`src/design/assert_macros.svh`:
```
// Assertion macros shared by the window averager RTL.
// Depends on clk and arst_n being visible in the including module.
`ifndef ASSERT_MACROS_SVH
`define ASSERT_MACROS_SVH

// Check that a property holds at every clock edge outside reset.
`define ASSERT_CLK(label, prop, msg) \
	label: assert property (@(posedge clk) disable iff (!arst_n) (prop)) else $error(msg);

// Check that a condition never holds at a clock edge outside reset.
`define ASSERT_NEVER(label, cond, msg) \
	label: assert property (@(posedge clk) disable iff (!arst_n) !(cond)) else $error(msg);

`endif

```
`src/design/mcwa_pkg.sv`:
```
// Shared types and constants of the multichannel window averager.
// No dependencies; used by mcwa_div and the top level.
`timescale 1ns / 1ps
`default_nettype none

package mcwa_pkg;

	// Default configuration
	localparam int NUM_CHANNELS_DEF = 16;
	localparam int WINDOW_DEF       = 10;

	// Field widths
	localparam int CH_FIELD_W = 8;
	localparam int TYPE_W     = 8;
	localparam int KIND_W     = 8;
	localparam int VAL_W      = 64;
	localparam int POS_W      = 4;
	localparam int FILL_W     = 4;

	// Divider: quotient bits retired per cycle and its step counter
	localparam int DIV_BITS  = 8;
	localparam int DIV_STEPS = VAL_W / DIV_BITS;
	localparam int DIV_CNT_W = $clog2(DIV_STEPS);

	// Operation codes
	localparam logic OP_SAMPLE = 1'b0;
	localparam logic OP_QUERY  = 1'b1;

	// Query kinds
	localparam logic [KIND_W-1:0] KIND_LATEST  = 8'd0;
	localparam logic [KIND_W-1:0] KIND_AVERAGE = 8'd1;

	// Per-channel state entry
	typedef struct packed {
		logic [POS_W-1:0]  wpos;
		logic [FILL_W-1:0] fill;
		logic [VAL_W-1:0]  sum;
		logic [TYPE_W-1:0] vtype;
	} chan_state_t;

	// Sequencer states
	typedef enum logic [1:0] {
		ST_IDLE,
		ST_CHAN,
		ST_SAMP,
		ST_DIV
	} seq_state_t;

endpackage

`default_nettype wire

```
`src/design/mcwa_div.sv`:
```
// Iterative divider of a 64-bit sum by a 4-bit fill count, 8 quotient bits a cycle.
// Depends on mcwa_pkg for widths and step count.
`timescale 1ns / 1ps
`default_nettype none

module mcwa_div (
	input  wire logic                         clk,
	input  wire logic                         arst_n,
	input  wire logic                         start,
	input  wire logic [mcwa_pkg::VAL_W-1:0]   dividend,
	input  wire logic [mcwa_pkg::FILL_W-1:0]  divisor,
	output logic                              done,
	output logic [mcwa_pkg::VAL_W-1:0]        quotient
);

	logic                             busy_q;
	logic                             done_q;
	logic [mcwa_pkg::DIV_CNT_W-1:0]   cnt_q;
	logic [mcwa_pkg::VAL_W-1:0]       quo_q;
	logic [mcwa_pkg::FILL_W-1:0]      rem_q;
	logic [mcwa_pkg::FILL_W-1:0]      dvs_q;
	logic [mcwa_pkg::VAL_W-1:0]       quo_d;
	logic [mcwa_pkg::FILL_W-1:0]      rem_d;

	// Retire DIV_BITS quotient bits by restoring steps on a narrow remainder
	always_comb begin
		logic [mcwa_pkg::FILL_W:0] r5;
		logic                      ge;
		quo_d = quo_q;
		rem_d = rem_q;
		for (int i = 0; i < mcwa_pkg::DIV_BITS; i++) begin
			r5    = {rem_d, quo_d[mcwa_pkg::VAL_W-1]};
			ge    = (r5 >= {1'b0, dvs_q});
			quo_d = {quo_d[mcwa_pkg::VAL_W-2:0], ge};
			rem_d = ge ? mcwa_pkg::FILL_W'(r5 - {1'b0, dvs_q}) : r5[mcwa_pkg::FILL_W-1:0];
		end
	end

	// Sequence control
	always_ff @(posedge clk or negedge arst_n) begin
		if (!arst_n) begin
			busy_q <= 1'b0;
			done_q <= 1'b0;
			cnt_q  <= '0;
		end else begin
			if (start) begin
				busy_q <= 1'b1;
				cnt_q  <= '0;
			end else if (busy_q) begin
				cnt_q <= cnt_q + 1'b1;
				if (cnt_q == {mcwa_pkg::DIV_CNT_W{1'b1}}) begin
					busy_q <= 1'b0;
				end
			end
			// flag the cycle after the last step
			done_q <= !start && busy_q && (cnt_q == {mcwa_pkg::DIV_CNT_W{1'b1}});
		end
	end

	// Datapath: load operands, then advance one step a cycle while busy
	always_ff @(posedge clk) begin
		if (start) begin
			quo_q <= dividend;
			rem_q <= '0;
			dvs_q <= divisor;
		end else if (busy_q) begin
			quo_q <= quo_d;
			rem_q <= rem_d;
		end
	end

	assign done     = done_q;
	assign quotient = quo_q;

endmodule

`default_nettype wire

```
`config.mk`:
```
export PLATFORM = sky130hd
export DESIGN_NAME = mcwa_div
export DESIGN_NICKNAME = d
export VERILOG_FILES = /design/src/design/assert_macros.svh /design/src/design/mcwa_pkg.sv /design/src/design/mcwa_div.sv
export SDC_FILE = /design/constraint.sdc
export NUM_CORES = 1
export LEC_CHECK = 0
export BUFFER_PORTS_ARGS = -buffer_cell sky130_fd_sc_hd__buf_2
export CORE_MARGIN = 5
export CORE_UTILIZATION = 55
export DETAILED_ROUTE_END_ITERATION = 12
export MAX_ROUTING_LAYER = met4
export PLACE_DENSITY = 0.83
export SLEW_MARGIN = 5
export SYNTH_ARGS = -nofsm -noshare
export SYNTH_HDL_FRONTEND = slang
export SYNTH_SLANG_ARGS = --single-unit
```
`constraint.sdc`:
```
create_clock -name clk -period 23.6 [get_ports clk]
set_clock_uncertainty 0.05 [all_clocks]
set_input_delay 4.72 -clock clk [delete_from_list [all_inputs] [get_ports clk]]
set_output_delay 4.72 -clock clk [all_outputs]
set_load 0.1 [all_outputs]
```
==> results.py, run 1 <==
metrics = {
    "outcome": {
        "outcome": "complete, no violations",
    },
    "route": {
        "drt_iter0_drc": 321,
        "drt_wl_total_mm": 13.5,
        "drcViolationCount": 0,
        "firstDrtPassIters": 5,
        "ant_nets": 0,
        "dr_total_vias": 3997,
        "avgRoutedWirePerCell_um": 19.4,
        "viasPerCell": 5.74,
    },
    "hold_path": {
        "min_path_type": "reg2reg",
    },
    "synthesis": {
        "ys_top_cells_by_area": "edfxtp_1 39%, mux2_2 14%, ha_1 8.1%",
        "yosysWarnings": 0,
        "yosys-top-cells-count": "68 x edfxtp_1, 65 x mux2_2, 35 x inv_1",
        "syn_nets": 537,
        "yosysSeqAreaShare_pct": 42.7,
        "syn_area_per_cell_um2": 12.4,
        "synth_most_common_cell": "edfxtp_1",
        "synthDistinctLibCells": 64,
        "netlist_area_um2": 5260,
        "synth-seq-cells": 77,
        "async_flop_share_pct": 6.49,
        "synth_edf_count": 68,
        "synth_top_area_cell": "edfxtp_1",
        "synth_ff_type": "edfxtp_1",
        "postSynthCellCount": 424,
        "synth_top_area_share_pct": 38.8,
    },
    "worst_setup_path": {
        "crit_required_ps": 23610,
        "crit_family": "compound AO/OA/AOI/OAI gates",
        "end_kind": "flip-flop",
        "crit_arrival_ps": 15910,
        "cp_max_fo": 11,
        "worst-path-buf-inv": 5,
        "crit_type": "reg2reg",
        "critPathLaunchType": "flip-flop",
        "max_stage_delay_ps": 730,
        "critPathSlowestCell": "a211oi_2",
    },
    "global_route": {
        "grt_pass1_wl_mm": 21.5,
        "grt-ovfl-total": 0,
        "grt_max_degree": 80,
        "grt_antenna_before_repair": 1,
        "grt_pass1_vias": 4408,
        "track_usage_pct": 24.4,
    },
    "clocking": {
        "postCtsHoldBufs": 0,
        "clock-sinks": 77,
        "insertion_delay_ps": 350,
        "cts_root_buffer": "clkbuf_8",
        "cts-buffers-inserted": 9,
        "clockBufferDepth": 2,
        "postCtsSetupRepairBufs": 0,
        "cts_tree": "done",
        "h-tree-depth": 3,
        "cts_resized": 0,
        "cts.clk_slew.worst_paths_ps": 80,
    },
    "final_layout": {
        "final_util_pct": 67.4,
        "drive_above_1_share_pct": 42.4,
        "areaGrowthSynthToFinish_pct": 19.0,
        "nets": 675,
        "n_fill_cell": 714,
    },
    "floorplanning": {
        "core_area_um2": 9280,
        "die_w_um": 108,
        "std_cell_rows": 35,
        "dieArea_um2": 11600,
        "fp.dieH_um": 108,
        "start_util_pct": 56.6,
        "ioPinCount": 136,
    },
    "sta": {
        "setup_viol": 0,
        "setup_slack_ps": 7700,
        "finalHoldViolCount": 0,
        "tightest_slew_ps": 948,
        "final.min_clock_period_ps": 15900,
        "drv_slew": 0,
        "setup_tns_ps": 0,
        "rsz0062_at_grt": "no",
        "period_share_pct": 67.4,
        "fmax_mhz": 62.9,
        "hold-worst-slack_ps": 496,
        "max_slew_margin_pct": 36.8,
    },
    "place": {
        "dp_hpwl_mm": 10.4,
        "globalplace.congestion": 0.915,
        "place_ws_ps": 7920,
        "port-buffer-count": 135,
    },
    "job": {
        "maxCapViolations": 0,
    },
}
==> per-stage QoR <==
step	cells	cell area, um2
after global placement	680	6060
after CTS	695	6250
after global routing	696	6250
after floorplan	424	5260
after detailed placement	680	6060
final	696	6250
==> path summary, 6_finish.rpt <==
check	cells past startpoint	from	slack, ps	end
setup / recovery	62	dvs_q[1]	7700	quotient[0]
hold / removal	2	cnt_q[2]	500	cnt_q[2]
min in group asynchronous	1	arst_n	4130	done
max in group asynchronous	1	arst_n	19230	busy_q
hold reg to reg	2	cnt_q[2]	500	cnt_q[2]
setup reg to reg	62	dvs_q[1]	7700	quotient[0]
==> layout by cell type (no fill, tap or decap), types with 4 or more instances in the layout <==
cell type	synthesis	routed
nand2_1	14	14
clkbuf_8	0	9
nor2_1	18	18
nand2b_1	12	12
edfxtp_1	68	68
a21oi_1	17	17
mux2_2	65	65
buf_2	0	135
o21ai_0	14	14
xor2_1	6	6
nand4_1	6	6
xnor2_1	11	11
mux2i_1	11	11
ha_1	34	34
inv_1	35	34
fa_1	8	8
dfxtp_1	4	4
dfrtp_1	5	5
o21ai_1	5	5
a21o_1	13	13
==> area by class of cell <==
type	instances	area (um2)	area share, %
antenna	1	2.50	0.0400
clock buffer	9	124	1.98
clock inverter	6	63.8	1.02
inverter	35	131	2.10
multi-input combinational	302	2830	45.3
sequential	77	2250	35.9
tap	129	161	2.58
timing repair buffer	137	691	11.0
==> layer usage <==
layer  share of wire (%)  track usage (%)  vias to the layer above
li1                    -                -                     1877
met1                  40             29.7                     1945
met2                  51             40.8                      159
met3                 7.4             5.04                       16
met4                 1.1             7.84                        0
met5                   0                -                        -
==> kinds of logic (layout without fill, tap and decap cells) <==
group | count (synthesis) | after routing | share of synthesized area [%]
compound gates | 88 | 88 | 14.1
xor+xnor | 17 | 17 | 2.83
fa+ha+maj | 42 | 42 | 11.1
buf+inv | 45 | 187 | 3.36
flops | 77 | 77 | 42.7
mux | 80 | 80 | 17.4
other cells | 0 | 1 | 0
simple gates | 75 | 75 | 8.40
==> registers in the layout (all words and copies together) (netlist names) <==
register  flops
quotient     64
dvs_q         4
rem_q         4
cnt_q         3
busy_q        1
done          1
==> tightest hold or removal path, stage by stage, from the launching register on <==
cell and delay, ps:
dfrtp_1 360, mux2i_1 70, nor2_1 80
Power of run 1 is not shown: default switching activity piles up to over one toggle a cycle in this logic, so the estimate is an artifact.
==> inputs of run 2 (changes only) <==
CORE_UTILIZATION = 49   (was 55)
PLACE_DENSITY = 0.78   (was 0.83)
clock period = 12.9 ns   (was 23.6 ns; I/O delays follow)
==> results.py, run 2 (same netlist as run 1, synthesis figures left out) <==
metrics = {
    "clocking": {
        "postCtsHoldBufs": 0,
        "insertion_delay_ps": 350,
        "cts.clk_slew.worst_paths_ps": 80,
        "cts-buffers-inserted": 9,
        "clockBufferDepth": 2,
        "cts_root_buffer": "clkbuf_8",
        "clock-sinks": 77,
        "cts_tree": "done",
        "h-tree-depth": 3,
    },
    "sta": {
        "period_share_pct": 94.6,
        "fmax_mhz": 81.9,
        "setup_viol": 0,
        "setup_tns_ps": 0,
        "finalHoldViolCount": 0,
        "tightest_slew_ps": 964,
        "drv_slew": 0,
        "final.min_clock_period_ps": 12210,
        "max_slew_margin_pct": 35.8,
    },
    "global_route": {
        "track_usage_pct": 21.7,
        "grt_max_degree": 80,
        "grt_pass1_vias": 4247,
        "grt_pass1_wl_mm": 21.5,
        "grt_antenna_before_repair": 1,
        "grt-ovfl-total": 0,
    },
    "final_layout": {
        "final_cell_mix": "135 x buf_2, 68 x edfxtp_1, 65 x mux2_2",
        "fin_area_um2": 6580,
        "layout_commonest_cell": "buf_2",
        "largest_reg_flops": 64,
        "nets": 700,
        "drive_above_1_share_pct": 46.6,
        "areaGrowthSynthToFinish_pct": 25.2,
    },
    "worst_setup_path": {
        "cpMostUsedCell": "ha_1",
        "max_stage_delay_ps": 560,
        "critPathSlowestCell": "or4_1",
        "crit_arrival_ps": 12400,
        "cp_max_fo": 8,
        "end_kind": "flip-flop",
        "crit_type": "reg2reg",
        "crit_required_ps": 13100,
        "critPathLaunchType": "flip-flop",
    },
    "route": {
        "dr_total_vias": 4080,
        "drcViolationCount": 0,
        "ant_nets": 0,
        "drt_wl_total_mm": 13.6,
        "firstDrtPassIters": 5,
        "drt_iter0_drc": 210,
        "viasPerCell": 5.60,
        "avgRoutedWirePerCell_um": 18.7,
    },
    "floorplanning": {
        "dieArea_um2": 12900,
        "std_cell_rows": 37,
        "ioPinCount": 136,
        "fp.dieH_um": 114,
        "start_util_pct": 50.5,
        "core_area_um2": 10400,
        "die_w_um": 114,
    },
    "place": {
        "port-buffer-count": 135,
        "placed_area_um2": 6170,
        "globalplace.congestion": 0.941,
        "dp_hpwl_mm": 10.3,
    },
    "outcome": {
        "outcome": "complete, no violations",
    },
    "hold_path": {
        "min_path_type": "reg2reg",
    },
    "job": {
        "maxCapViolations": 0,
    },
}
[run 2: cell types whose count changed in the layout (fill, tap and decap cells not counted), sizes merged]
cell and change:
bufinv +2, buf +25, clkinvlp -1, clkbuf +2
clkinv -2
[run 2: repair_timing]
item                       CTS  global route
hold endpoints to repair     0             0
setup buffers                0            13
setup endpoints to repair    0             5
gates resized for setup      0            14
[run 2: cell type report]
| cell class | count | area, um2 |
|---|---|---|
| repair buffers | 162 | 882 |
| clock buffers | 11 | 141 |
| diodes | 1 | 2.50 |
| multi-input cells | 302 | 2900 |
| flip-flops and latches | 77 | 2250 |
| well taps | 136 | 170 |
| inverters | 35 | 131 |
| fillers | 795 | 3830 |
| clock inverters | 5 | 106 |
[run 2: metrics by stage]
stage	hold WS (ps)	util (%)	worst slack (ps)	std cells
3_3_place_gp	456	59.3	483	699
4_1_cts	490	61.7	1.87	715
3_5_place_dp	473	59.3	25.2	699
6_report	482	63.2	694	729
2_1_floorplan	430	-	11.0	424
5_1_grt	536	63.2	-71.3	729
[run 2: worst max-delay path, delay by kind of cell, from the launching register on]
family / cells / cell delay (ps)
flops: 1 / 330
simple gates: 11 / 1770
compound gates: 34 / 6080
mux: 4 / 1300
fa+ha+maj: 8 / 1960
buf+inv: 7 / 540
[run 2: final timing paths]
check / start / endpoint / slack, ps / cells after the start
max in group asynchronous: arst_n / busy_q / 10690 / 1
min: cnt_q[2] / cnt_q[2] / 480 / 2
max reg2reg: dvs_q[3] / rem_q[1] / 690 / 64
min in group asynchronous: arst_n / done / 1980 / 1
min reg2reg: cnt_q[2] / cnt_q[2] / 480 / 2
max: dvs_q[3] / rem_q[1] / 690 / 64
[run 2: layer usage]
metal	vias up	GRT usage, %	share of wire, %
met4	0	5.69	1.8
met2	158	35.0	49
met3	25	5.84	7.7
li1	1937	-	-
met5	-	-	0
met1	1960	27.1	42
Power of run 2 is left out for the same reason.
==> inputs of run 3 (changes only) <==
PLACE_DENSITY = 0.83   (was 0.78)
==> results.py, run 3 (same netlist as run 1, synthesis figures left out) <==
metrics = {
    "worst_setup_path": {
        "crit_family": "compound AO/OA/AOI/OAI gates",
        "crit_arrival_ps": 12420,
        "worst-path-buf-inv": 5,
        "cp_max_fo": 7,
        "max_stage_delay_ps": 450,
        "critPathSlowestCell": "or4_1",
        "crit_type": "reg2reg",
        "cpMostUsedCell": "ha_1",
        "crit_required_ps": 13120,
        "critPathLaunchType": "flip-flop",
        "end_kind": "flip-flop",
    },
    "global_route": {
        "grt_max_degree": 80,
        "grt_pass1_wl_mm": 21.8,
        "grt_pass1_vias": 4339,
        "grt_antenna_before_repair": 2,
        "track_usage_pct": 22.0,
        "grt-ovfl-total": 0,
    },
    "floorplanning": {
        "die_w_um": 114,
        "fp.dieH_um": 114,
        "ioPinCount": 136,
        "core_area_um2": 10400,
        "dieArea_um2": 12900,
        "std_cell_rows": 37,
        "start_util_pct": 50.5,
    },
    "final_layout": {
        "multi_input_area_um2": 2930,
        "layout_commonest_cell": "buf_2",
        "drive_above_1_share_pct": 46.2,
        "final_util_pct": 62.6,
        "nets": 699,
        "ff_latch_area_um2": 2250,
        "n_fill_cell": 777,
        "areaGrowthSynthToFinish_pct": 24.0,
        "final_cell_mix": "135 x buf_2, 68 x edfxtp_1, 65 x mux2_2",
        "largest_reg_flops": 64,
    },
    "route": {
        "drt_iter0_drc": 316,
        "viasPerCell": 5.61,
        "ant_nets": 0,
        "drt_wl_total_mm": 13.7,
        "dr_total_vias": 4091,
        "drcViolationCount": 0,
        "firstDrtPassIters": 4,
        "avgRoutedWirePerCell_um": 18.8,
    },
    "sta": {
        "drv_slew": 0,
        "setup_viol": 0,
        "final.min_clock_period_ps": 12200,
        "period_share_pct": 94.6,
        "finalHoldViolCount": 0,
        "fmax_mhz": 81.9,
        "max_slew_margin_pct": 38.3,
        "tightest_slew_ps": 925,
    },
    "clocking": {
        "cts.clk_slew.worst_paths_ps": 80,
        "clockBufferDepth": 2,
        "postCtsHoldBufs": 0,
        "h-tree-depth": 3,
        "cts-buffers-inserted": 9,
        "cts_root_buffer": "clkbuf_8",
        "clock-sinks": 77,
        "insertion_delay_ps": 350,
        "cts_tree": "done",
    },
    "hold_path": {
        "min_path_type": "reg2reg",
    },
    "place": {
        "dp_hpwl_mm": 10.6,
        "globalplace.congestion": 0.919,
        "port-buffer-count": 135,
    },
    "job": {
        "maxCapViolations": 0,
    },
    "outcome": {
        "outcome": "complete, no violations",
    },
}
run 3: cell count changes in the layout (fill, tap and decap cells not counted), moves of 2 or more:
cell,previous run,this run
clkbuf_1,1,4
clkinv_1,0,2
o21ai_1,7,5
a21oi_4,2,4
bufinv_16,3,0
run 3: area by class of cell:
cell class	count	share of cell area [%]
antenna	2	0.0767
clock buffer	13	2.13
clock inverter	3	0.192
inverter	35	2.01
multi-input combinational	302	45.0
sequential	77	34.5
tap	136	2.61
timing repair buffer	161	13.5
run 3: what timing repair did:
item | 4_1_cts | 5_1_grt
pin swaps | 0 | 6
endpoints found under the setup margin | 4 | 5
setup buffers | 0 | 11
resized for setup | 3 | 16
run 3: through the flow:
step                      instances  setup WS [ps]  instance area (um2)  hold WS (ps)  setup TNS (ps)
after CTS                       716           19.1                 6350           495               0
final                           729            697                 6520           495               0
after global routing            729           -116                 6520           535            -227
after detailed placement        700           -120                 6180           478            -233
after floorplan                 424           11.0                 5270           430               0
after global placement          700            569                 6180           458               0
run 3: tightest hold or removal path, stage by stage (launching register included):
cell     delay, ps
dfrtp_1        350
mux2i_1         70
nor2_1          80
run 3: final timing paths:
path                             to  slack [ps]      from  depth (start not counted)
setup / recovery           rem_q[0]         700  dvs_q[1]                         62
hold reg to reg            cnt_q[1]         490  cnt_q[1]                          2
hold / removal             cnt_q[1]         490  cnt_q[1]                          2
setup reg to reg           rem_q[0]         700  dvs_q[1]                         62
max in group asynchronous  cnt_q[2]       10700    arst_n                          1
min in group asynchronous      done        1970    arst_n                          1
run 3: metal layers:
| layer | up-vias | global-route usage (%) | part of all wire (%) |
|---|---|---|---|
| li1 | 1937 | - | - |
| met1 | 1996 | 24.9 | 39 |
| met2 | 142 | 37.8 | 52 |
| met3 | 16 | 6.58 | 7.2 |
| met4 | 0 | 5.93 | 1.4 |
| met5 | - | - | 0 |
Power of run 3 is left out for the same reason.
